===== config.mk =====
export PLATFORM = sky130hd
export DESIGN_NAME = rbrd_timer_stage
export DESIGN_NICKNAME = d
export VERILOG_FILES = /design/src/rtl/rbrd_pkg.sv /design/src/rtl/rbrd_timer_stage.sv
export SDC_FILE = /design/constraint.sdc
export NUM_CORES = 1
export LEC_CHECK = 0
export ABC_AREA = 1
export BUFFER_PORTS_ARGS = -buffer_cell sky130_fd_sc_hd__buf_2
export CAP_MARGIN = 10
export CORE_MARGIN = 2
export CORE_UTILIZATION = 63
export CTS_CLUSTER_SIZE = 14
export DETAILED_ROUTE_END_ITERATION = 6
export PLACE_DENSITY = 0.88
export SETUP_SLACK_MARGIN = 0.5
export SLEW_MARGIN = 20
export SYNTH_ARGS = -nofsm -noshare
export SYNTH_HDL_FRONTEND = slang
export SYNTH_SLANG_ARGS = --single-unit

===== constraint.sdc =====
create_clock -name clk -period 9 [get_ports clk]
set_clock_uncertainty 0.1 [all_clocks]
set_input_delay 0.45 -clock clk [delete_from_list [all_inputs] [get_ports clk]]
set_output_delay 0.45 -clock clk [all_outputs]
set_load 0.005 [all_outputs]

===== src/rtl/rbrd_pkg.sv =====
package rbrd_pkg;

    localparam int IN_DATA_W  = 296;
    localparam int OUT_DATA_W = 40;
    localparam int CFG_IDX_W  = 3;
    localparam int CFG_DATA_W = 24;

    // register indexes on the configuration port
    localparam logic [CFG_IDX_W-1:0] CFG_SHAPE_IS_BOX        = 3'd0;
    localparam logic [CFG_IDX_W-1:0] CFG_LINEAR_SPEED_LIMIT  = 3'd1;
    localparam logic [CFG_IDX_W-1:0] CFG_ANGULAR_SPEED_LIMIT = 3'd2;
    localparam logic [CFG_IDX_W-1:0] CFG_STILL_TIME_LIMIT    = 3'd3;
    localparam logic [CFG_IDX_W-1:0] CFG_FACE_ALIGN_LIMIT    = 3'd4;

    localparam logic [23:0] RST_LINEAR_SPEED_LIMIT  = 24'd3277;
    localparam logic [23:0] RST_ANGULAR_SPEED_LIMIT = 24'd6554;
    localparam logic [23:0] RST_STILL_TIME_LIMIT    = 24'd32768;
    localparam logic [16:0] RST_FACE_ALIGN_LIMIT    = 17'd63308;

    typedef logic [2:0] status_t;
    localparam status_t ST_ACTIVE   = 3'd0;
    localparam status_t ST_NOT_FLAT = 3'd1;
    localparam status_t ST_MOVING   = 3'd2;
    localparam status_t ST_ACCUM    = 3'd3;
    localparam status_t ST_REST     = 3'd4;

    typedef struct packed {
        logic [20:0]        step_time;
        logic               activity_pending;
        logic signed [31:0] lin_vel_x;
        logic signed [31:0] lin_vel_y;
        logic signed [31:0] lin_vel_z;
        logic signed [31:0] ang_vel_x;
        logic signed [31:0] ang_vel_y;
        logic signed [31:0] ang_vel_z;
        logic signed [18:0] quat_w;
        logic signed [18:0] quat_x;
        logic signed [18:0] quat_y;
        logic signed [18:0] quat_z;
    } item_t;

    typedef struct packed {
        logic [20:0]        step_time;
        logic               activity_pending;
        logic [63:0]        lin_sq_x;
        logic [63:0]        lin_sq_y;
        logic [63:0]        lin_sq_z;
        logic [63:0]        ang_sq_x;
        logic [63:0]        ang_sq_y;
        logic [63:0]        ang_sq_z;
        logic signed [37:0] p_xy;
        logic signed [37:0] p_wz;
        logic signed [37:0] p_ww;
        logic signed [37:0] p_xx;
        logic signed [37:0] p_yy;
        logic signed [37:0] p_zz;
        logic signed [37:0] p_yz;
        logic signed [37:0] p_wx;
    } prod_t;

    typedef struct packed {
        logic [20:0] step_time;
        logic        active;
        logic        flat_ok;
        logic        still;
    } flags_t;

    typedef struct packed {
        logic [31:0] still_time;
        status_t     rest_status;
        logic        go_to_rest;
    } result_t;

    typedef struct packed {
        logic        shape_is_box;
        logic [47:0] lin_limit_sq;
        logic [47:0] ang_limit_sq;
        logic [32:0] face_limit;
    } limits_t;

    function automatic logic [31:0] abs32(input logic signed [31:0] v);
        abs32 = v[31] ? 32'(-v) : 32'(v);
    endfunction

    function automatic logic [39:0] abs40(input logic signed [39:0] v);
        abs40 = v[39] ? 40'(-v) : 40'(v);
    endfunction

endpackage


===== src/rtl/rbrd_timer_stage.sv =====
module rbrd_timer_stage
    import rbrd_pkg::*;
(
    input  logic        clk,
    input  logic        rst_n,
    input  logic        in_valid,
    output logic        in_ready,
    input  flags_t      flags,
    input  logic [23:0] still_time_limit,
    output logic        out_valid,
    input  logic        out_ready,
    output result_t     result
);

    logic        valid_reg;
    logic [31:0] timer_reg;
    logic [31:0] timer_next;
    result_t     result_reg;
    result_t     result_next;
    logic [32:0] sum;
    logic [31:0] sat;

    assign in_ready  = !valid_reg || out_ready;
    assign out_valid = valid_reg;
    assign result    = result_reg;

    always_comb
    begin
        sum = 33'(timer_reg) + 33'(flags.step_time);
        sat = sum[32] ? 32'hFFFF_FFFF : sum[31:0];
        result_next.go_to_rest = 1'b0;
        timer_next             = 32'd0;
        if (flags.active)
        begin
            result_next.rest_status = ST_ACTIVE;
        end
        else if (!flags.flat_ok)
        begin
            result_next.rest_status = ST_NOT_FLAT;
        end
        else if (!flags.still)
        begin
            result_next.rest_status = ST_MOVING;
        end
        else if (sat >= 32'(still_time_limit))
        begin
            result_next.rest_status = ST_REST;
            result_next.go_to_rest  = 1'b1;
        end
        else
        begin
            result_next.rest_status = ST_ACCUM;
            timer_next              = sat;
        end
        result_next.still_time = timer_next;
    end

    always_ff @(posedge clk or negedge rst_n)
    begin
        if (!rst_n)
        begin
            valid_reg <= 1'b0;
            timer_reg <= 32'd0;
        end
        else if (in_ready)
        begin
            valid_reg <= in_valid;
            if (in_valid)
            begin
                timer_reg <= timer_next;
            end
        end
    end

    always_ff @(posedge clk)
    begin
        if (in_ready && in_valid)
        begin
            result_reg <= result_next;
        end
    end

endmodule


After elaboration in Yosys (flattened, before gate mapping)
Cells that the tools add are included.
{"block": "totals", "reg_bits": 69, "inputBits": 52, "out_inout_bits": 38, "word_cells": 26}
{"block": "op_classes", "add_sub_neg": 1, "n_lt_le_gt_ge": 1, "mux": 9, "bitwise_logic": 2, "n_reduce_logical": 6}
{"operator": "2-to-1 mux 32 bit", "n": 5}
{"operator": "adder 32 x 21 -> 33 bit", "n": 1}
{"operator": ">= comparator 32 x 24 -> 1 bit", "n": 1}
{"operator": "2-to-1 mux 3 bit", "n": 1}
{"operator": "OR reduction 3 bit", "n": 1}
{"operator": "2-to-1 mux 1 bit", "n": 2}
{"operator": "2-to-1 mux 2 bit", "n": 1}
{"operator": "inverter 1 bit", "n": 2}
{"operator": "AND reduction 2 bit", "n": 1}
{"operator": "OR reduction 2 bit", "n": 1}
{"operator": "logical AND 1 bit", "n": 1}
{"operator": "zero test 1 bit", "n": 1}
{"operator": "logical OR 1 bit", "n": 1}

Depth between registers and ports, before layout
{"block": "logic_depth", "depth_word": 7, "depth_mapped": 32, "depth_no_buf": 30}

Worst setup path after synthesis
Ideal clock, no wire load.
{"block": "synth_timing", "path_type": "input -> register", "from": "input port flags[3] in the netlist's numbering", "to": "register result_reg, in the netlist result[3], data pin", "setup_ns": 0.258, "arrival_ns": 3.567, "t_required_ns": 8.642, "path_slack_ns": 5.076, "path_stages": 29, "path_buffers": 2, "path_cell_list": "ha_1 -> fa_1 -> nand2_2 -> nand3_1 -> nand3_1 -> nand2_2 -> nand2_1 -> nand3_2 -> nand2_4 -> clkbuf_1 -> o21ai_0 -> ha_1 -> nand2_1 -> nor2_1 -> nor2_1 -> nand2_1 -> nand2_1 -> nand2_1 -> nand2_1 -> nand2_1 -> nand2_1 -> nand2_1 -> nand2_1 -> nand4_2 -> nor2_8 -> buf_6 -> nand2_1 -> nand2_1 -> nor2_1"}
{"block": "synth_via", "elab_chain_len": 4}
{"item": "start: declaration", "line": "rbrd_timer_stage.sv:8", "rtl": "input flags_t flags,"}
{"item": "adder 32 x 21 -> 33 bit", "line": "rbrd_timer_stage.sv:29", "rtl": "sum = 33'(timer_reg) + 33'(flags.step_time);"}
{"item": "2-to-1 mux 32 bit", "line": "rbrd_timer_stage.sv:30", "rtl": "sat = sum[32] ? 32'hFFFF_FFFF : sum[31:0];"}
{"item": ">= comparator 32 x 24 -> 1 bit", "line": "rbrd_timer_stage.sv:45", "rtl": "else if (sat >= 32'(still_time_limit))"}
{"item": "2-to-1 mux 3 bit", "line": "rbrd_timer_stage.sv:45"}
{"item": "end signal: assignment", "line": "rbrd_timer_stage.sv:79", "rtl": "result_reg <= result_next;"}
{"item": "end: declaration", "line": "rbrd_timer_stage.sv:18", "rtl": "result_t result_reg;"}
No other way between the ends.
A chain may end at the register's enable or synchronous reset.

Worst setup path after layout
{"block": "layout_timing", "from": "register timer_reg[0]", "to": "register timer_reg[0]"}
{"block": "layout_via", "elab_chain_len": 7}
{"item": "start: declaration", "line": "rbrd_timer_stage.sv:16", "rtl": "logic [31:0] timer_reg;"}
{"item": "start signal: assignment", "line": "rbrd_timer_stage.sv:70", "rtl": "timer_reg <= timer_next;"}
{"item": "adder 32 x 21 -> 33 bit (*)", "line": "rbrd_timer_stage.sv:29"}
{"item": "2-to-1 mux 32 bit (*)", "line": "rbrd_timer_stage.sv:30"}
{"item": ">= comparator 32 x 24 -> 1 bit", "line": "rbrd_timer_stage.sv:45"}
{"item": "2-to-1 mux 32 bit (*)", "line": "rbrd_timer_stage.sv:45"}
{"item": "2-to-1 mux 32 bit (*)", "line": "rbrd_timer_stage.sv:41", "rtl": "else if (!flags.still)"}
{"item": "2-to-1 mux 32 bit (*)", "line": "rbrd_timer_stage.sv:37", "rtl": "else if (!flags.flat_ok)"}
{"item": "2-to-1 mux 32 bit (*)", "line": "rbrd_timer_stage.sv:33", "rtl": "if (flags.active)"}
Mark *: on every way between the ends. The rest lies on a longest branch, timed or not.

==> impl_metrics.tcl <==
set metrics [dict create \
    antenna_found_initial 0 \
    cp-end-kind "register" \
    highest_layer "met4" \
    total_power_mw 1.11 \
    cts.sinks 68 \
    gp_congestion 0.978 \
    hpwlAfterDp_microns 12200 \
    cpMostUsedCell "nand2_1" \
    wl_per_cell_microns 15.6 \
    seq_power_share 0.336 \
    required_ps 9160 \
    p_leak_nw 3.66 \
    final_cell_area_sq_um 6340 \
    grt_max_degree 92 \
    hold_viol 0 \
    finalMaxSlewViolations 0 \
    multi_input_area_sq_um 3030 \
    fillers 707 \
    power.density_nw_per_um2 175 \
    p_int_mw 0.661 \
    cp.depth 24 \
    ant_nets 0 \
    syn_avg_cell_area_sq_um 7.16 \
    place_inst 971 \
    reg2reg_slack_ps 4230 \
    p_sw_mw 0.452 \
    finalWorstSetupSlack_ps 4230 \
    critPathMaxFanout 26 \
    num_rows 34 \
    reg2reg_depth 24 \
    max_clock_freq_ghz 0.210 \
    critPathKind "register to register" \
    dp_slack_ps 4170 \
    fin_cells 987 \
    crit_start "timer_reg[0]$_DFFE_PN0P_" \
    grt_overflow 0 \
    yosys.area.top_type "edfxtp_1" \
    initial_core_util 0.645 \
    fin_crit_ps 4770 \
    setup_violations 0 \
    pwr-share-comb 0.410 \
    clockBufferDepth 2 \
    placement.io_buffers 89 \
    ctsRootBufferMaster "clkbuf_8" \
    whs_ps 91.7 \
    crit_path_end "timer_reg[0]$_DFFE_PN0P_" \
    yosys.area.top_type_share 0.188 \
    cts_setup_buffers 0 \
    hold_path.class "input pin to async pin" \
    ir_worst_vdd_uv 93.4 \
    dieArea_sq_um 9660 \
    p_clk_frac 0.254 \
    status "finished, final reports clean" \
    drive_gt1_frac 0.193 \
    max-slew-margin-rel 0.369 \
    synthCells 782 \
    crit_path_cell_trace "ha_1 > fa_1 > nand2_2 > nand3_1 > nand3_1 > nand2_2 > nand2_1 > nand3_2 > nand2_4 > inv_1 > nor2_1 > inv_1 > ha_1 > a21oi_1 > nor3_1 > nor3_1 > nand2_1 > nand2_1 > nand2_1 > nand2_1 > nand4_2 > nor2_8 > nand4_1 > a21oi_1" \
    holdBufCountCts 0 \
    utilization 0.731 \
    ff_latch_area_sq_um 1880 \
    worst_pin_slew_ps 946 \
    maxCapViolations 0 \
    io_pins 90 \
    grt_pass1_wl_microns 25600 \
    rsz0062_at_grt "no" \
    synth_top_cells_by_area "edfxtp_1 (19%), dfrtp_1 (15%), nand2_1 (12%)" \
    remaining_drc_errors 0 \
    cts-htree-levels 3 \
    cts_resized 0 \
    fin_nets 972 \
    totalWireLength_microns 15400 \
    wl_met3_microns 998 \
    coreArea_sq_um 8680 \
    ys_warn_count 0 \
    max_stage_delay_ps 450 \
    grt_use_total 0.333 \
    area.growth.synth_to_final_pct 13.3 \
    syn-cell-area_sq_um 5600 \
    drt_first_pass_iters 4 \
    arrival_ps 4930 \
    first_global_vias 5464 \
    cts_made_buffers 9 \
    vias_per_cell 5.42 \
    drt_iter0_markers 306 \
    vias 5351 \
    wl_met1_microns 5930 \
    ys_seq_elements 68 \
    cp_num_buf_inv 2 \
    crit_family "simple AND/OR/NAND/NOR gates" \
    cp-start-kind "register" \
    r2r_end "timer_reg[0]$_DFFE_PN0P_" \
    worstReg2RegStart "timer_reg[0]$_DFFE_PN0P_" \
    period_share 0.530 \
    insertion_delay_ps 360 \
    place_area_sq_um 6130 \
    largest_reg_flops 35 \
    diodes 0 \
    yosysUniqueCellTypes 44 \
    path_clk_slew_ps 80 \
    die_x_microns 98.3 \
    cts_tree "built" \
    swShare 0.406 \
    seq_area_frac_synth 0.335 \
    route.met2.wl_microns 7920 \
    critPathSlowestCell "fa_1" \
    die_y_microns 98.3 \
    setup_tns_ps 0 \
]
==> power groups by stage <==
stage / clock network, mW / logic, mW / registers, mW
global route: 0.294 / 0.517 / 0.376
detailed placement: 0 / 0.449 / 0.380
CTS: 0.280 / 0.453 / 0.374
floorplan: 0 / 0.326 / 0.375
finish: 0.282 / 0.457 / 0.374
global placement: 0 / 0.434 / 0.379
==> worst reg2reg max path, cell delays in order, from the launching register on <==
cell     delay, ps
dfrtp_1        420
ha_1           260
fa_1           450
nand2_2        120
nand3_1         70
nand3_1         90
nand2_2         80
nand2_1        100
nand3_2        120
nand2_4        220
inv_1          270
nor2_1         340
inv_1           80
ha_1           310
a21oi_1        180
nor3_1          60
nor3_1         130
nand2_1         80
nand2_1         60
nand2_1         90
nand2_1        100
nand4_2        150
nor2_8         380
nand4_1        220
a21oi_1        220
==> cell families after synthesis <==
| kind of cell | after synthesis | synth area share |
|---|---|---|
| other cells | 1 | 0.000669 |
| simple gates | 397 | 0.338 |
| fa+ha+maj | 46 | 0.104 |
| compound gates | 74 | 0.0719 |
| buf+inv | 184 | 0.131 |
| flops | 68 | 0.335 |
| xor+xnor | 12 | 0.0188 |
==> Yosys cell counts, drive strengths merged <==
| cell | number |
|---|---|
| nor2 | 98 |
| a21boi | 1 |
| a211oi | 1 |
| buf | 9 |
| nor3 | 15 |
| o21bai | 4 |
| conb | 1 |
| fa | 1 |
| o21a | 1 |
| clkinv | 2 |
| nand2 | 196 |
| dfrtp | 33 |
| nand4 | 36 |
| or2 | 7 |
| a21oi | 58 |
| xnor2 | 1 |
| and2 | 1 |
| a21o | 1 |
| o21ai | 7 |
| a31oi | 1 |
| inv | 165 |
| nand3 | 40 |
| edfxtp | 35 |
| nor4 | 1 |
| nor3b | 1 |
| clkbuf | 8 |
| xor2 | 11 |
| ha | 45 |
| nand3b | 2 |
==> area by class of cell <==
| type | instances | area share |
|---|---|---|
| multi-input cells | 537 | 0.477 |
| flip-flops and latches | 68 | 0.296 |
| inverters | 167 | 0.0988 |
| repair buffers | 91 | 0.0726 |
| clock buffers | 10 | 0.0235 |
| well taps | 108 | 0.0213 |
| clock inverters | 6 | 0.0108 |
==> worst min path at each step <==
stage,cells after the start,to,slack [ps],start
2_1_floorplan,0,out_valid$_DFFE_PN0N_,50,rst_n
3_3_place_gp,2,timer_reg[13]$_DFFE_PN0P_,420,timer_reg[13]$_DFFE_PN0P_
3_5_place_dp,2,timer_reg[15]$_DFFE_PN0P_,430,timer_reg[15]$_DFFE_PN0P_
4_1_cts,1,timer_reg[14]$_DFFE_PN0P_,110,rst_n
5_1_grt,1,timer_reg[14]$_DFFE_PN0P_,170,rst_n
6_report,1,timer_reg[24]$_DFFE_PN0P_,90,rst_n
==> cells in the final DEF, fill, tap and decap left out, types with 2 or more instances in the layout <==
cell,n
o21ai_0,6
clkbuf_8,9
inv_2,4
nor3_2,3
nor2_4,3
nor3_1,12
nand4_1,29
nand4_2,7
buf_4,2
clkinv_4,2
inv_1,161
nand3_2,5
o21bai_1,4
ha_1,45
a21oi_2,2
nand3_1,34
xor2_1,11
nand3b_1,2
conb_1,8
nor2_1,87
edfxtp_1,35
clkinv_1,2
or2_2,7
nor2_2,7
dfrtp_1,33
a21oi_1,55
nand2_2,19
nand2_1,176
buf_2,89
==> per-layer routing <==
metal,global-route usage,vias to the layer above
met1,0.393,2424
met5,0,-
met4,0.141,0
met3,0.0537,52
met2,0.598,229
li1,-,2646
(Power assumes the default switching activity.)
