`config.mk`:
```
export PLATFORM = sky130hd
export DESIGN_NAME = rbrd_decide_stage
export DESIGN_NICKNAME = d
export VERILOG_FILES = /design/src/rtl/rbrd_pkg.sv /design/src/rtl/rbrd_decide_stage.sv
export SDC_FILE = /design/constraint.sdc
export NUM_CORES = 1
export LEC_CHECK = 0
export BUFFER_PORTS_ARGS = -buffer_cell sky130_fd_sc_hd__buf_2
export CAP_MARGIN = 10
export CORE_AREA = 2 2 337 339
export CTS_CLUSTER_DIAMETER = 80
export DETAILED_ROUTE_END_ITERATION = 8
export DIE_AREA = 0 0 339 341
export PLACE_DENSITY = 0.48
export SYNTH_ARGS = -nofsm -noshare
export SYNTH_HDL_FRONTEND = slang
export SYNTH_SLANG_ARGS = --single-unit
```
`constraint.sdc`:
```
create_clock -name clk -period 2.35 [get_ports clk]
set_input_delay 0.3525 -clock clk [delete_from_list [all_inputs] [get_ports clk]]
set_output_delay 0.3525 -clock clk [all_outputs]
set_load 0.02 [all_outputs]
```
`src/rtl/rbrd_pkg.sv`:
```
package rbrd_pkg;

    localparam int IN_DATA_W  = 296;
    localparam int OUT_DATA_W = 40;
    localparam int CFG_IDX_W  = 3;
    localparam int CFG_DATA_W = 24;

    // register indexes on the configuration port
    localparam logic [CFG_IDX_W-1:0] CFG_SHAPE_IS_BOX        = 3'd0;
    localparam logic [CFG_IDX_W-1:0] CFG_LINEAR_SPEED_LIMIT  = 3'd1;
    localparam logic [CFG_IDX_W-1:0] CFG_ANGULAR_SPEED_LIMIT = 3'd2;
    localparam logic [CFG_IDX_W-1:0] CFG_STILL_TIME_LIMIT    = 3'd3;
    localparam logic [CFG_IDX_W-1:0] CFG_FACE_ALIGN_LIMIT    = 3'd4;

    localparam logic [23:0] RST_LINEAR_SPEED_LIMIT  = 24'd3277;
    localparam logic [23:0] RST_ANGULAR_SPEED_LIMIT = 24'd6554;
    localparam logic [23:0] RST_STILL_TIME_LIMIT    = 24'd32768;
    localparam logic [16:0] RST_FACE_ALIGN_LIMIT    = 17'd63308;

    typedef logic [2:0] status_t;
    localparam status_t ST_ACTIVE   = 3'd0;
    localparam status_t ST_NOT_FLAT = 3'd1;
    localparam status_t ST_MOVING   = 3'd2;
    localparam status_t ST_ACCUM    = 3'd3;
    localparam status_t ST_REST     = 3'd4;

    typedef struct packed {
        logic [20:0]        step_time;
        logic               activity_pending;
        logic signed [31:0] lin_vel_x;
        logic signed [31:0] lin_vel_y;
        logic signed [31:0] lin_vel_z;
        logic signed [31:0] ang_vel_x;
        logic signed [31:0] ang_vel_y;
        logic signed [31:0] ang_vel_z;
        logic signed [18:0] quat_w;
        logic signed [18:0] quat_x;
        logic signed [18:0] quat_y;
        logic signed [18:0] quat_z;
    } item_t;

    typedef struct packed {
        logic [20:0]        step_time;
        logic               activity_pending;
        logic [63:0]        lin_sq_x;
        logic [63:0]        lin_sq_y;
        logic [63:0]        lin_sq_z;
        logic [63:0]        ang_sq_x;
        logic [63:0]        ang_sq_y;
        logic [63:0]        ang_sq_z;
        logic signed [37:0] p_xy;
        logic signed [37:0] p_wz;
        logic signed [37:0] p_ww;
        logic signed [37:0] p_xx;
        logic signed [37:0] p_yy;
        logic signed [37:0] p_zz;
        logic signed [37:0] p_yz;
        logic signed [37:0] p_wx;
    } prod_t;

    typedef struct packed {
        logic [20:0] step_time;
        logic        active;
        logic        flat_ok;
        logic        still;
    } flags_t;

    typedef struct packed {
        logic [31:0] still_time;
        status_t     rest_status;
        logic        go_to_rest;
    } result_t;

    typedef struct packed {
        logic        shape_is_box;
        logic [47:0] lin_limit_sq;
        logic [47:0] ang_limit_sq;
        logic [32:0] face_limit;
    } limits_t;

    function automatic logic [31:0] abs32(input logic signed [31:0] v);
        abs32 = v[31] ? 32'(-v) : 32'(v);
    endfunction

    function automatic logic [39:0] abs40(input logic signed [39:0] v);
        abs40 = v[39] ? 40'(-v) : 40'(v);
    endfunction

endpackage

```
`src/rtl/rbrd_decide_stage.sv`:
```
module rbrd_decide_stage
    import rbrd_pkg::*;
(
    input  logic    clk,
    input  logic    rst_n,
    input  logic    in_valid,
    output logic    in_ready,
    input  prod_t   prod,
    input  limits_t limits,
    output logic    out_valid,
    input  logic    out_ready,
    output flags_t  flags
);

    logic               valid_reg;
    flags_t             flags_reg;
    flags_t             flags_next;
    logic [65:0]        lin_sum;
    logic [65:0]        ang_sum;
    logic signed [39:0] up_x, up_y, up_z;
    logic               flat;

    assign in_ready  = !valid_reg || out_ready;
    assign out_valid = valid_reg;
    assign flags     = flags_reg;

    always_comb
    begin
        lin_sum = 66'(prod.lin_sq_x) + 66'(prod.lin_sq_y) + 66'(prod.lin_sq_z);
        ang_sum = 66'(prod.ang_sq_x) + 66'(prod.ang_sq_y) + 66'(prod.ang_sq_z);
        // up components of the rotated body axes, Q.32
        up_x = (40'(prod.p_xy) + 40'(prod.p_wz)) <<< 1;
        up_y = 40'(prod.p_ww) - 40'(prod.p_xx) + 40'(prod.p_yy) - 40'(prod.p_zz);
        up_z = (40'(prod.p_yz) - 40'(prod.p_wx)) <<< 1;
        flat = (abs40(up_x) >= 40'(limits.face_limit))
            || (abs40(up_y) >= 40'(limits.face_limit))
            || (abs40(up_z) >= 40'(limits.face_limit));
        flags_next.step_time = prod.step_time;
        flags_next.active    = prod.activity_pending;
        flags_next.flat_ok   = !limits.shape_is_box || flat;
        flags_next.still     = (lin_sum < 66'(limits.lin_limit_sq))
                            && (ang_sum < 66'(limits.ang_limit_sq));
    end

    always_ff @(posedge clk or negedge rst_n)
    begin
        if (!rst_n)
        begin
            valid_reg <= 1'b0;
        end
        else if (in_ready)
        begin
            valid_reg <= in_valid;
        end
    end

    always_ff @(posedge clk)
    begin
        if (in_ready && in_valid)
        begin
            flags_reg <= flags_next;
        end
    end

endmodule

```
== Word level (Yosys, flattened, before mapping) ==
Cells that the tools add are included.
Word-level totals
  bits in registers: 25
  output and inout bits: 26
  logic and storage cells: 33
Cells by class
  multiplexer cells: 3
  reductions and logical operators: 8
  $add $sub $neg: 12
  $lt $le $gt $ge: 5
Operator list (count)
  $add 65x64->66: 2
  $lt 66x48->1: 2
  $add 64x64->65: 2
  $ge 40x33->1: 3
  $mux 40: 3
  $neg 40->40: 3
  $sub 38x38->39: 2
  $add 39x38->40: 1
  $sub 40x38->40: 1
  $add 38x38->39: 1
  $logic_or 1x1->1: 4
  $logic_and 1x1->1: 2
  $logic_not 1->1: 2

== Logic depth before layout (Yosys ltp) ==
Gate-level depths: netlist of the first run.
  depth after elaboration: 9
  gate-level depth with buffers: 31
  depth with buffers taken out: 31

== Worst setup path before layout of the first run ==
Ideal clock, no wire load.
  path kind: input -> register
  start point: input port prod[135] (netlist bit)
  end point: register flags_reg, in the netlist flags[1] (data pin)
  arrival time: 6371 ps
  setup time: 273 ps
  data required time: 2077 ps
  stages on the path: 30
  path slack: -4294 ps
  buffers on the path: 2
  path through: inv_1 > fa_1 > fa_1 > inv_1 > ha_1 > clkbuf_1 > a21oi_1 > nand2_1 > a221o_1 > a2bb2oi_1 > nand3_1 > a31oi_1 > o21bai_1 > a21oi_1 > xor2_1 > clkbuf_1 > nand2_1 > xnor2_1 > ha_1 > a21oi_1 > nor2_1 > a211oi_1 > o21ai_0 > a211oi_1 > o31ai_1 > a32oi_1 > nand4_1 > or4_4 > a2111oi_4 > nand4_1
RTL lines
  from (decl): line rbrd_decide_stage.sv:8  | input prod_t prod,
  to (signal assigned): line rbrd_decide_stage.sv:61  | flags_reg <= flags_next;
  to (decl): line rbrd_decide_stage.sv:16  | flags_t flags_reg;

==> results.toml, run 1 <==
[status]
status = "finished with violations"
violations = "negative setup slack"

[global_routing]
grt_util_all_layers_pct = 21.5
grt_max_degree = 16
grt_pass1_vias = 35300
antenna_found_initial = 20
overflow = 0
grt_pass1_wl_um = 197000

[synth]
yosysWarnings = 0
synth_seq_cells = 25
synth_area_leaders = "ha_1, fa_1, a21oi_1, xnor2_1, inv_1"
ys_types = 97
synth_most_common_cell = "ha_1"
netlist_instances = 3667
synth_edf_count = 24
syn-num-nets = 5156
async_reset_ff_share_pct = 4.00
avgSynthCellArea_um2 = 7.54
syn_area_um2 = 27600
synthFlopType = "edfxtp_1"
ys_seq_area_share_pct = 2.70
synth_top_area_share_pct = 19.7
ys_top_cells_by_count = "ha_1, inv_1, a21oi_1"
yosys.area.top_type = "ha_1"

[critical_path]
max_stage_delay_ps = 530
criticalPathCategory = "input pin to flip-flop"
crit_arrival_ps = 6510
cp_slowest_cell = "fa_1"
cp.required_ps = 2410
critPathLaunchType = "input pin"
end_kind = "flip-flop"
path_max_fanout = 4

[floorplanning]
die_height_um = 341
core_area_um2 = 112000
io_pins = 870
start_util_pct = 24.7
die_area_um2 = 116000
dieWidth_um = 339
rows = 123

[cts]
clkTransAtPathRegs_ps = 120
cts_buffers = 3
htreeDepth = 1
clkSinkCount = 25
cts_buffer_depth = 2
cts_root_buf = "clkbuf_16"
cts_tree = "yes"
insertion_delay_ps = 310

[cells_and_area]
final_cells = 7245
nets = 7221
drive_gt1_share_pct = 40.0
syn2layout_area_growth_pct = 58.5
largest_register_ffs = 24
fin_util_pct = 39.2

[placed_design]
gp_congestion = 0.925
io_buffers = 869
hpwl_um = 120000
dp_cells = 7216
pre_cts_ws_ps = -4610

[timing]
rsz0062_at_grt = "true"
fin_ws_ps = -4100
relSlewSlack_pct = 52.3
finClkSkew_ps = 26.5
period_share_pct = 275
worstMarginPinSlew_ps = 708
period_needed_ps = 6450
hold_viol = 0
slew_viol_final = 0
finalSetupViolCount = 2
fmax_mhz = 155

[drt]
vias = 34400
drc = 0
first_pass_iters = 5
post_drt_wl_per_cell_um = 17.9
final_antenna_net_count = 0
routed_wl_um = 130000
viasPerCell = 4.74
drt_iter0_drc = 1777

[pwr]
leakagePower_nw = 22.6
p_total_mw = 29.1
peakVddDrop_mv = 0.394
powerDensity_nw_per_um2 = 663

[run]
maxCapViolations = 0

[min_path]
min_path_type = "input pin to flip-flop"
## where the power goes
| part | leakage, nW | internal [mW] | switching (mW) |
|---|---|---|---|
| clock network | 0.0372 | 0.236 | 0.264 |
| logic | 22.4 | 14.2 | 13.9 |
| registers | 0.238 | 0.516 | 0.0109 |
## metrics by stage
stage | TNS, ps | hold slack (ps) | instance area (um2)
after floorplan | -7100 | 56.9 | 27800
after global placement | -8340 | 164 | 43300
after detailed placement | -8460 | 163 | 43300
after CTS | -7590 | 200 | 43500
after global routing | -8280 | 204 | 43800
final | -7620 | 205 | 43800
## worst max-delay path: cells and delay by family
family,cells,cell delay [ps]
and+or+nand+nor,8,2100
AOI/OAI and AO/OA,9,1650
adders and majority gates,5,1710
xor gates and xnor gates,2,270
buffers and inverters,6,430
## routing by layer
metal	share of wire, %	routed length [um]	GRT usage, %	up-vias
met4	1.4	1780	2.77	6
met5	0.026	34	0	-
met3	3.8	4910	1.58	89
met2	50	64600	39.5	762
met1	45	58200	27.9	16100
li1	-	-	-	17400
## cell families (layout without fill, tap and decap cells)
| kind of cell | count (synthesis) | in the layout | synth area share [%] |
|---|---|---|---|
| other | 0 | 14 | 0 |
| adders and majority gates | 645 | 645 | 34.9 |
| and+or+nand+nor | 998 | 998 | 18.2 |
| AOI/OAI and AO/OA | 1180 | 1180 | 27.3 |
| buffers and inverters | 511 | 2575 | 6.99 |
| xor gates and xnor gates | 285 | 285 | 9.10 |
| muxes | 23 | 23 | 0.878 |
| DFF | 25 | 25 | 2.70 |
## layout by cell type, fill, tap and decap left out, types with 24 or more instances in the layout
| master | instances |
|---|---|
| nand3_1 | 75 |
| a21o_1 | 175 |
| a21oi_1 | 359 |
| nor3_1 | 68 |
| xnor2_1 | 181 |
| buf_2 | 868 |
| or3_1 | 34 |
| o21a_1 | 37 |
| ha_1 | 433 |
| buf_4 | 1299 |
| inv_1 | 394 |
| a211oi_1 | 28 |
| o211ai_1 | 40 |
| edfxtp_1 | 24 |
| xor2_1 | 99 |
| nor2_1 | 207 |
| fa_1 | 206 |
| nor2b_1 | 25 |
| o21bai_1 | 48 |
| o21ai_0 | 206 |
| o31ai_1 | 27 |
| nand2b_1 | 25 |
| nand2_1 | 279 |
| nor4_1 | 30 |
| nand4_1 | 107 |
| o21ai_1 | 38 |
## final timing paths
kind                                start         to  slack, ps  cells past startpoint
worst max-delay path             prod[76]   flags[1]      -4100                     30
worst min-delay path            prod[704]  flags[18]        210                      1
worst max register to register  out_valid  flags[13]       1060                      3
worst min register to register  out_valid  out_valid        620                      2
max in group asynchronous           rst_n  out_valid       1800                      2
min in group asynchronous           rst_n  out_valid        420                      2
## final cells by class
cell class | instances | area, um2
diodes | 14 | 35.0
repair buffers | 2175 | 14200
clock buffers | 3 | 75.1
well taps | 1500 | 1880
inverters | 396 | 1490
clock inverters | 1 | 7.51
flip-flops and latches | 25 | 746
fillers | 11900 | 68100
multi-input cells | 3131 | 25400
## timing repair
item | 4_1_cts | 5_1_grt
resized for setup | 20 | 48
setup endpoints to repair | 2 | 2
pin swaps | 14 | 46
hold buffers | 1 | 0
setup buffers | 3 | 7
hold endpoints to repair | 1 | 0
Power figures use the tool's default switching activity.
==> run 2, diff against run 1 <==
- PLACE_DENSITY: 0.48 -> 0.49
- clock period: 2.35 -> 5.25 ns (I/O delays scaled with it)
==> run 2 against run 1 <==
The run still ends with negative setup slack left. Wire length decreased by 1.2%. Highest routed layer unchanged. Clock skew up 8.8 ps. Sequential cell count is the same. Non-clock buffer count decreased by 227. Register-to-register slack improved by 2600 ps. Final cell count fell by 3.2%. Power is 57% lower. Combinational power shrank 57%. Hold slack improved by 9.5 ps. Largest cell class unchanged.
==> results.toml, run 2 (synthesized netlist as in run 1, its figures left out) <==
[global_routing]
grt_pass1_wl_um = 193000
grt_max_degree = 25
grt_util_all_layers_pct = 21.2
antenna_found_initial = 16
overflow = 0
grt_pass1_vias = 34300

[cts]
cts_buffers = 3
clkTransAtPathRegs_ps = 130
cts_buffer_depth = 2
cts_tree = "yes"
hold_buffers = 0
htreeDepth = 1
cts_root_buf = "clkbuf_16"
insertion_delay_ps = 320
clkSinkCount = 25

[status]
violations = "negative setup slack"
status = "finished with violations"

[critical_path]
regToRegSetupSlack_ps = 3610
path_max_fanout = 12
max_stage_delay_ps = 580
cp.required_ps = 5320
timing.rr.start = "out_valid"
r2r_cells = 2
rr_endpoint = "flags[0]"
end_kind = "flip-flop"
crit_top_cell = "o21ai_0"
crit_arrival_ps = 6820
critPathLaunchType = "input pin"
criticalPathCategory = "input pin to flip-flop"
cp_slowest_cell = "or4_1"

[floorplanning]
rows = 123
dieWidth_um = 339
start_util_pct = 24.7
io_pins = 870
die_height_um = 341
die_area_um2 = 116000
core_area_um2 = 112000

[drt]
final_antenna_net_count = 0
drt_iter0_drc = 1762
first_pass_iters = 5
post_drt_wl_per_cell_um = 18.3
drc = 0
routed_wl_um = 128000
vias = 33500
viasPerCell = 4.78

[cells_and_area]
largest_register_ffs = 24
nets = 6994
fill_cells = 12000
mostFrequentLayoutCells = "buf_4, buf_2, ha_1, inv_1, a21oi_1"
drive_gt1_share_pct = 37.4
syn2layout_area_growth_pct = 52.1
final_common_cell = "buf_4"
fin_util_pct = 37.6
stdcell_area_um2 = 42000

[timing]
worstMarginPinSlew_ps = 874
hold_slack_ps = 215
slew_viol_final = 0
rsz0062_at_grt = "true"
fin_ws_ps = -1500
period_needed_ps = 6750
fmax_mhz = 148
relSlewSlack_pct = 41.2
hold_viol = 0
period_share_pct = 129
finalSetupViolCount = 2
finClkSkew_ps = 35.2

[placed_design]
io_buffers = 869
gp_congestion = 0.938
pre_cts_ws_ps = -2160
placedInstanceArea_um2 = 41600
hpwl_um = 119000

[pwr]
leakagePower_nw = 21.5
pwr-share-clk_pct = 1.9
pwr-share-seq_pct = 1.9
p_int_mw = 6.28
p_sw_mw = 6.20
combPwrFrac_pct = 96.2
swShare_pct = 49.7
p_total_mw = 12.5
powerDensity_nw_per_um2 = 297
peakVddDrop_mv = 0.203

[run]
maxCapViolations = 0

[min_path]
min_path_type = "input pin to async pin"
-- run 2: changes by cell type in the layout (fill, tap and decap cells not counted), moves of 3 or more --
cell	change
buf_4	-224
diode_2	-8
a211oi_1	+4
a211oi_2	-4
o21ai_1	-4
a21oi_1	-3
a21oi_2	+3
-- run 2: power by group through the flow --
stage | Combinational (mW) | Clock [mW] | Sequential, mW
final | 12.0 | 0.235 | 0.237
after detailed placement | 11.8 | 0 | 0.241
after CTS | 12.0 | 0.234 | 0.237
after global routing | 13.3 | 0.236 | 0.238
after floorplan | 6.52 | 0 | 0.252
after global placement | 11.7 | 0 | 0.241
-- run 2: area by class of cell --
class	count	area [um2]	area share (%)
diodes	6	15.0	0.0357
clock buffers	3	75.1	0.179
multi-input cells	3131	25300	60.2
repair buffers	1948	12500	29.7
well taps	1500	1880	4.46
clock inverters	1	7.51	0.0179
inverters	396	1490	3.54
flip-flops and latches	25	746	1.77
-- run 2: how the worst max path moves through the flow --
| stage | start | end | slack [ps] | cells after the start |
|---|---|---|---|---|
| after floorplan | prod[82] | flags[1] | -1410 | 28 |
| after global placement | prod[76] | flags[1] | -2010 | 34 |
| after detailed placement | prod[82] | flags[1] | -2160 | 28 |
| after CTS | prod[76] | flags[1] | -1500 | 29 |
| after global routing | prod[116] | flags[1] | -1960 | 32 |
| final | prod[106] | flags[1] | -1500 | 30 |
-- run 2: routing by layer --
metal / up-vias / global-route usage, % / part of all wire (%)
met2: 901 / 37.7 / 49
met1: 15600 / 27.6 / 45
li1: 16900 / - / -
met4: 12 / 4.26 / 2.0
met3: 98 / 2.46 / 4.7
met5: - / 0 / 0.052
-- run 2: repair_timing --
item,4_1_cts,5_1_grt
pin swaps,29,17
endpoints found under the setup margin,2,2
endpoints found under the hold margin,0,0
gates resized for setup,42,11
setup buffers,7,0
-- run 2: through the flow --
step,cells,TNS (ps)
floorplan,3667,-2170
global placement,6993,-3570
detailed placement,6993,-3730
CTS,7004,-2600
global route,7009,-3430
finish,7010,-2600
-- run 2: critical path: cells and delay by family --
family                     cells  cell delay (ps)
xor gates and xnor gates       2              330
adders and majority gates      4             1580
buffers and inverters          5              590
AOI/OAI and AO/OA             11             1610
and+or+nand+nor                8             1890
==> run 3, diff against run 2 <==
- BUFFER_PORTS_ARGS: -buffer_cell sky130_fd_sc_hd__buf_2 -> default
- CORE_AREA: 2 2 337 339 -> 2 2 336 338
- DIE_AREA: 0 0 339 341 -> 0 0 338 340
- DONT_BUFFER_PORTS: default -> 1
- PLACE_DENSITY: 0.49 -> 0.41
- clock period: 5.25 -> 6.3 ns (I/O delays scaled with it)
==> run 3 against run 2 <==
Highest routed layer unchanged. The run still ends with negative setup slack left. Power down 22%. Count of clock-buffer cells in the layout unchanged. Critical path depth down 4. Cell area down 16%. Critical endpoint unchanged. Wire length down 6.0%. Register-to-register slack better by 1000 ps. First-iteration DRC count down 22%. Global-route usage down 1.2 points. Sequential power down 11%. Hold slack better by 83 ps. Clock power down 19%.
==> results.toml, run 3 (synthesized netlist as in run 1, its figures left out) <==
[cts]
cts_tree = "yes"
cts_buffer_depth = 2
insertion_delay_ps = 320
clkSinkCount = 25
cts_buffers = 3
cts_root_buf = "clkbuf_16"
htreeDepth = 1
clkTransAtPathRegs_ps = 130

[global_routing]
grt_pass1_vias = 30000
grt_max_degree = 25
overflow = 0
grt_util_all_layers_pct = 20.0
grt_pass1_wl_um = 178000
antenna_found_initial = 10

[critical_path]
r2r_cells = 3
regToRegSetupSlack_ps = 4610
crit_arrival_ps = 7060
end_kind = "flip-flop"
rr_endpoint = "flags[6]"
criticalPathCategory = "input pin to flip-flop"
critPathLaunchType = "input pin"
path_max_fanout = 4
timing.rr.start = "out_valid"
cp.required_ps = 6380

[pwr]
pwr-share-seq_pct = 2.2
p_int_mw = 4.78
pwr-share-clk_pct = 1.9
swShare_pct = 51.1
p_sw_mw = 4.99
leakagePower_nw = 16.6
combPwrFrac_pct = 95.9
peakVddDrop_mv = 0.200
powerDensity_nw_per_um2 = 276

[cells_and_area]
largest_register_ffs = 24
stdcell_area_um2 = 35400
mostFrequentLayoutCells = "buf_4, ha_1, inv_1, a21oi_1, nand2_1"
drive_gt1_share_pct = 20.7
syn2layout_area_growth_pct = 27.9
final_cells = 5816
nets = 5802
fill_cells = 12200
final_common_cell = "buf_4"

[floorplanning]
rows = 123
dieWidth_um = 338
io_pins = 870
core_area_um2 = 112000
start_util_pct = 24.8
die_height_um = 340
die_area_um2 = 115000

[timing]
period_share_pct = 111
rsz0062_at_grt = "true"
finClkSkew_ps = 39.6
fin_setup_tns_ps = -727
fmax_mhz = 143
fin_ws_ps = -681
worstMarginPinSlew_ps = 829
slew_viol_final = 0
finalSetupViolCount = 2
relSlewSlack_pct = 44.2
period_needed_ps = 6980
hold_viol = 0
hold_slack_ps = 298

[drt]
first_pass_iters = 8
routed-wl-met3_um = 6520
routed_wl_um = 120000
final_antenna_net_count = 0
post_drt_wl_per_cell_um = 20.7
routed.top_layer = "met5"
viasPerCell = 5.01
drc = 0
drt_iter0_drc = 1373
vias = 29100
wl_met1_um = 51900
wl_met2_um = 60600

[placed_design]
placedInstanceArea_um2 = 34800
gp_congestion = 0.918
hpwl_um = 111000
dp_cells = 5795
pre_cts_ws_ps = -1230
io_buffers = 0

[status]
violations = "negative setup slack"
status = "finished with violations"

[run]
maxCapViolations = 0

[min_path]
min_path_type = "input pin to async pin"
[run 3: cell count changes in the layout (fill, tap and decap cells not counted), moves of 3 or more]
| cell | before | now |
|---|---|---|
| buf_2 | 868 | 0 |
| buf_4 | 1075 | 752 |
| o21ai_0 | 208 | 204 |
| a2111oi_0 | 13 | 10 |
| ha_2 | 1 | 4 |
| ha_4 | 3 | 0 |
| o31ai_1 | 27 | 24 |
| o31ai_2 | 1 | 4 |
[run 3: timing repair]
item / CTS / global route
pin swaps: 25 / 33
hold buffers: 0 / 0
setup buffers: 5 / 8
gates resized for setup: 36 / 52
setup endpoints to repair: 2 / 2
hold endpoints to repair: 0 / 0
[run 3: routing by layer]
metal  global-route usage (%)  vias up
met1                     25.1    13800
met2                     36.8      751
met3                     3.22       57
li1                         -    14500
met4                     2.23       12
met5                        0        -
[run 3: power groups by stage]
stage / clock [mW] / combinational (mW) / sequential [mW]
2_1_floorplan: 0 / 5.44 / 0.210
3_3_place_gp: 0 / 9.04 / 0.214
3_5_place_dp: 0 / 9.06 / 0.214
4_1_cts: 0.192 / 9.23 / 0.210
5_1_grt: 0.198 / 10.5 / 0.211
6_report: 0.190 / 9.37 / 0.210
[run 3: worst max-delay path: stages]
cell and delay [ps]:
inv_1 30, fa_1 480, fa_1 530, inv_1 40, ha_1 310, a211oi_1 250
o21bai_1 150, buf_4 160, a21o_1 170, a31oi_1 290, xnor2_1 140, or3_4 410
or3_4 350, or2_2 320, o31ai_2 240, xor2_1 110, ha_1 210, a21o_1 170
a21o_1 180, a211oi_2 200, o31ai_2 110, a32oi_1 280, nand4_1 170, or4_4 450
a2111oi_4 190, nand4_1 130
[run 3: layout make-up]
| type | instances | area, um2 | share of cell area (%) |
|---|---|---|---|
| repair buffers | 756 | 5720 | 16.2 |
| clock buffers | 3 | 75.1 | 0.212 |
| flip-flops and latches | 25 | 746 | 2.11 |
| clock inverters | 1 | 7.51 | 0.0212 |
| multi-input cells | 3131 | 25400 | 71.9 |
| diodes | 4 | 10.0 | 0.0283 |
| well taps | 1500 | 1880 | 5.31 |
| inverters | 396 | 1490 | 4.20 |
[run 3: worst max path at each step]
stage / slack [ps] / to / cells after the start / from
2_1_floorplan: -520 / flags[1] / 28 / prod[82]
3_3_place_gp: -1160 / flags[1] / 27 / prod[144]
3_5_place_dp: -1230 / flags[1] / 27 / prod[144]
4_1_cts: -640 / flags[1] / 33 / prod[76]
5_1_grt: -970 / flags[1] / 29 / prod[76]
6_report: -680 / flags[1] / 26 / prod[122]
[run 3: through the flow]
step	total power, mW	util (%)
floorplan	5.65	-
global placement	9.25	31.2
detailed placement	9.27	31.2
CTS	9.63	31.4
global route	10.9	31.7
finish	9.77	31.7
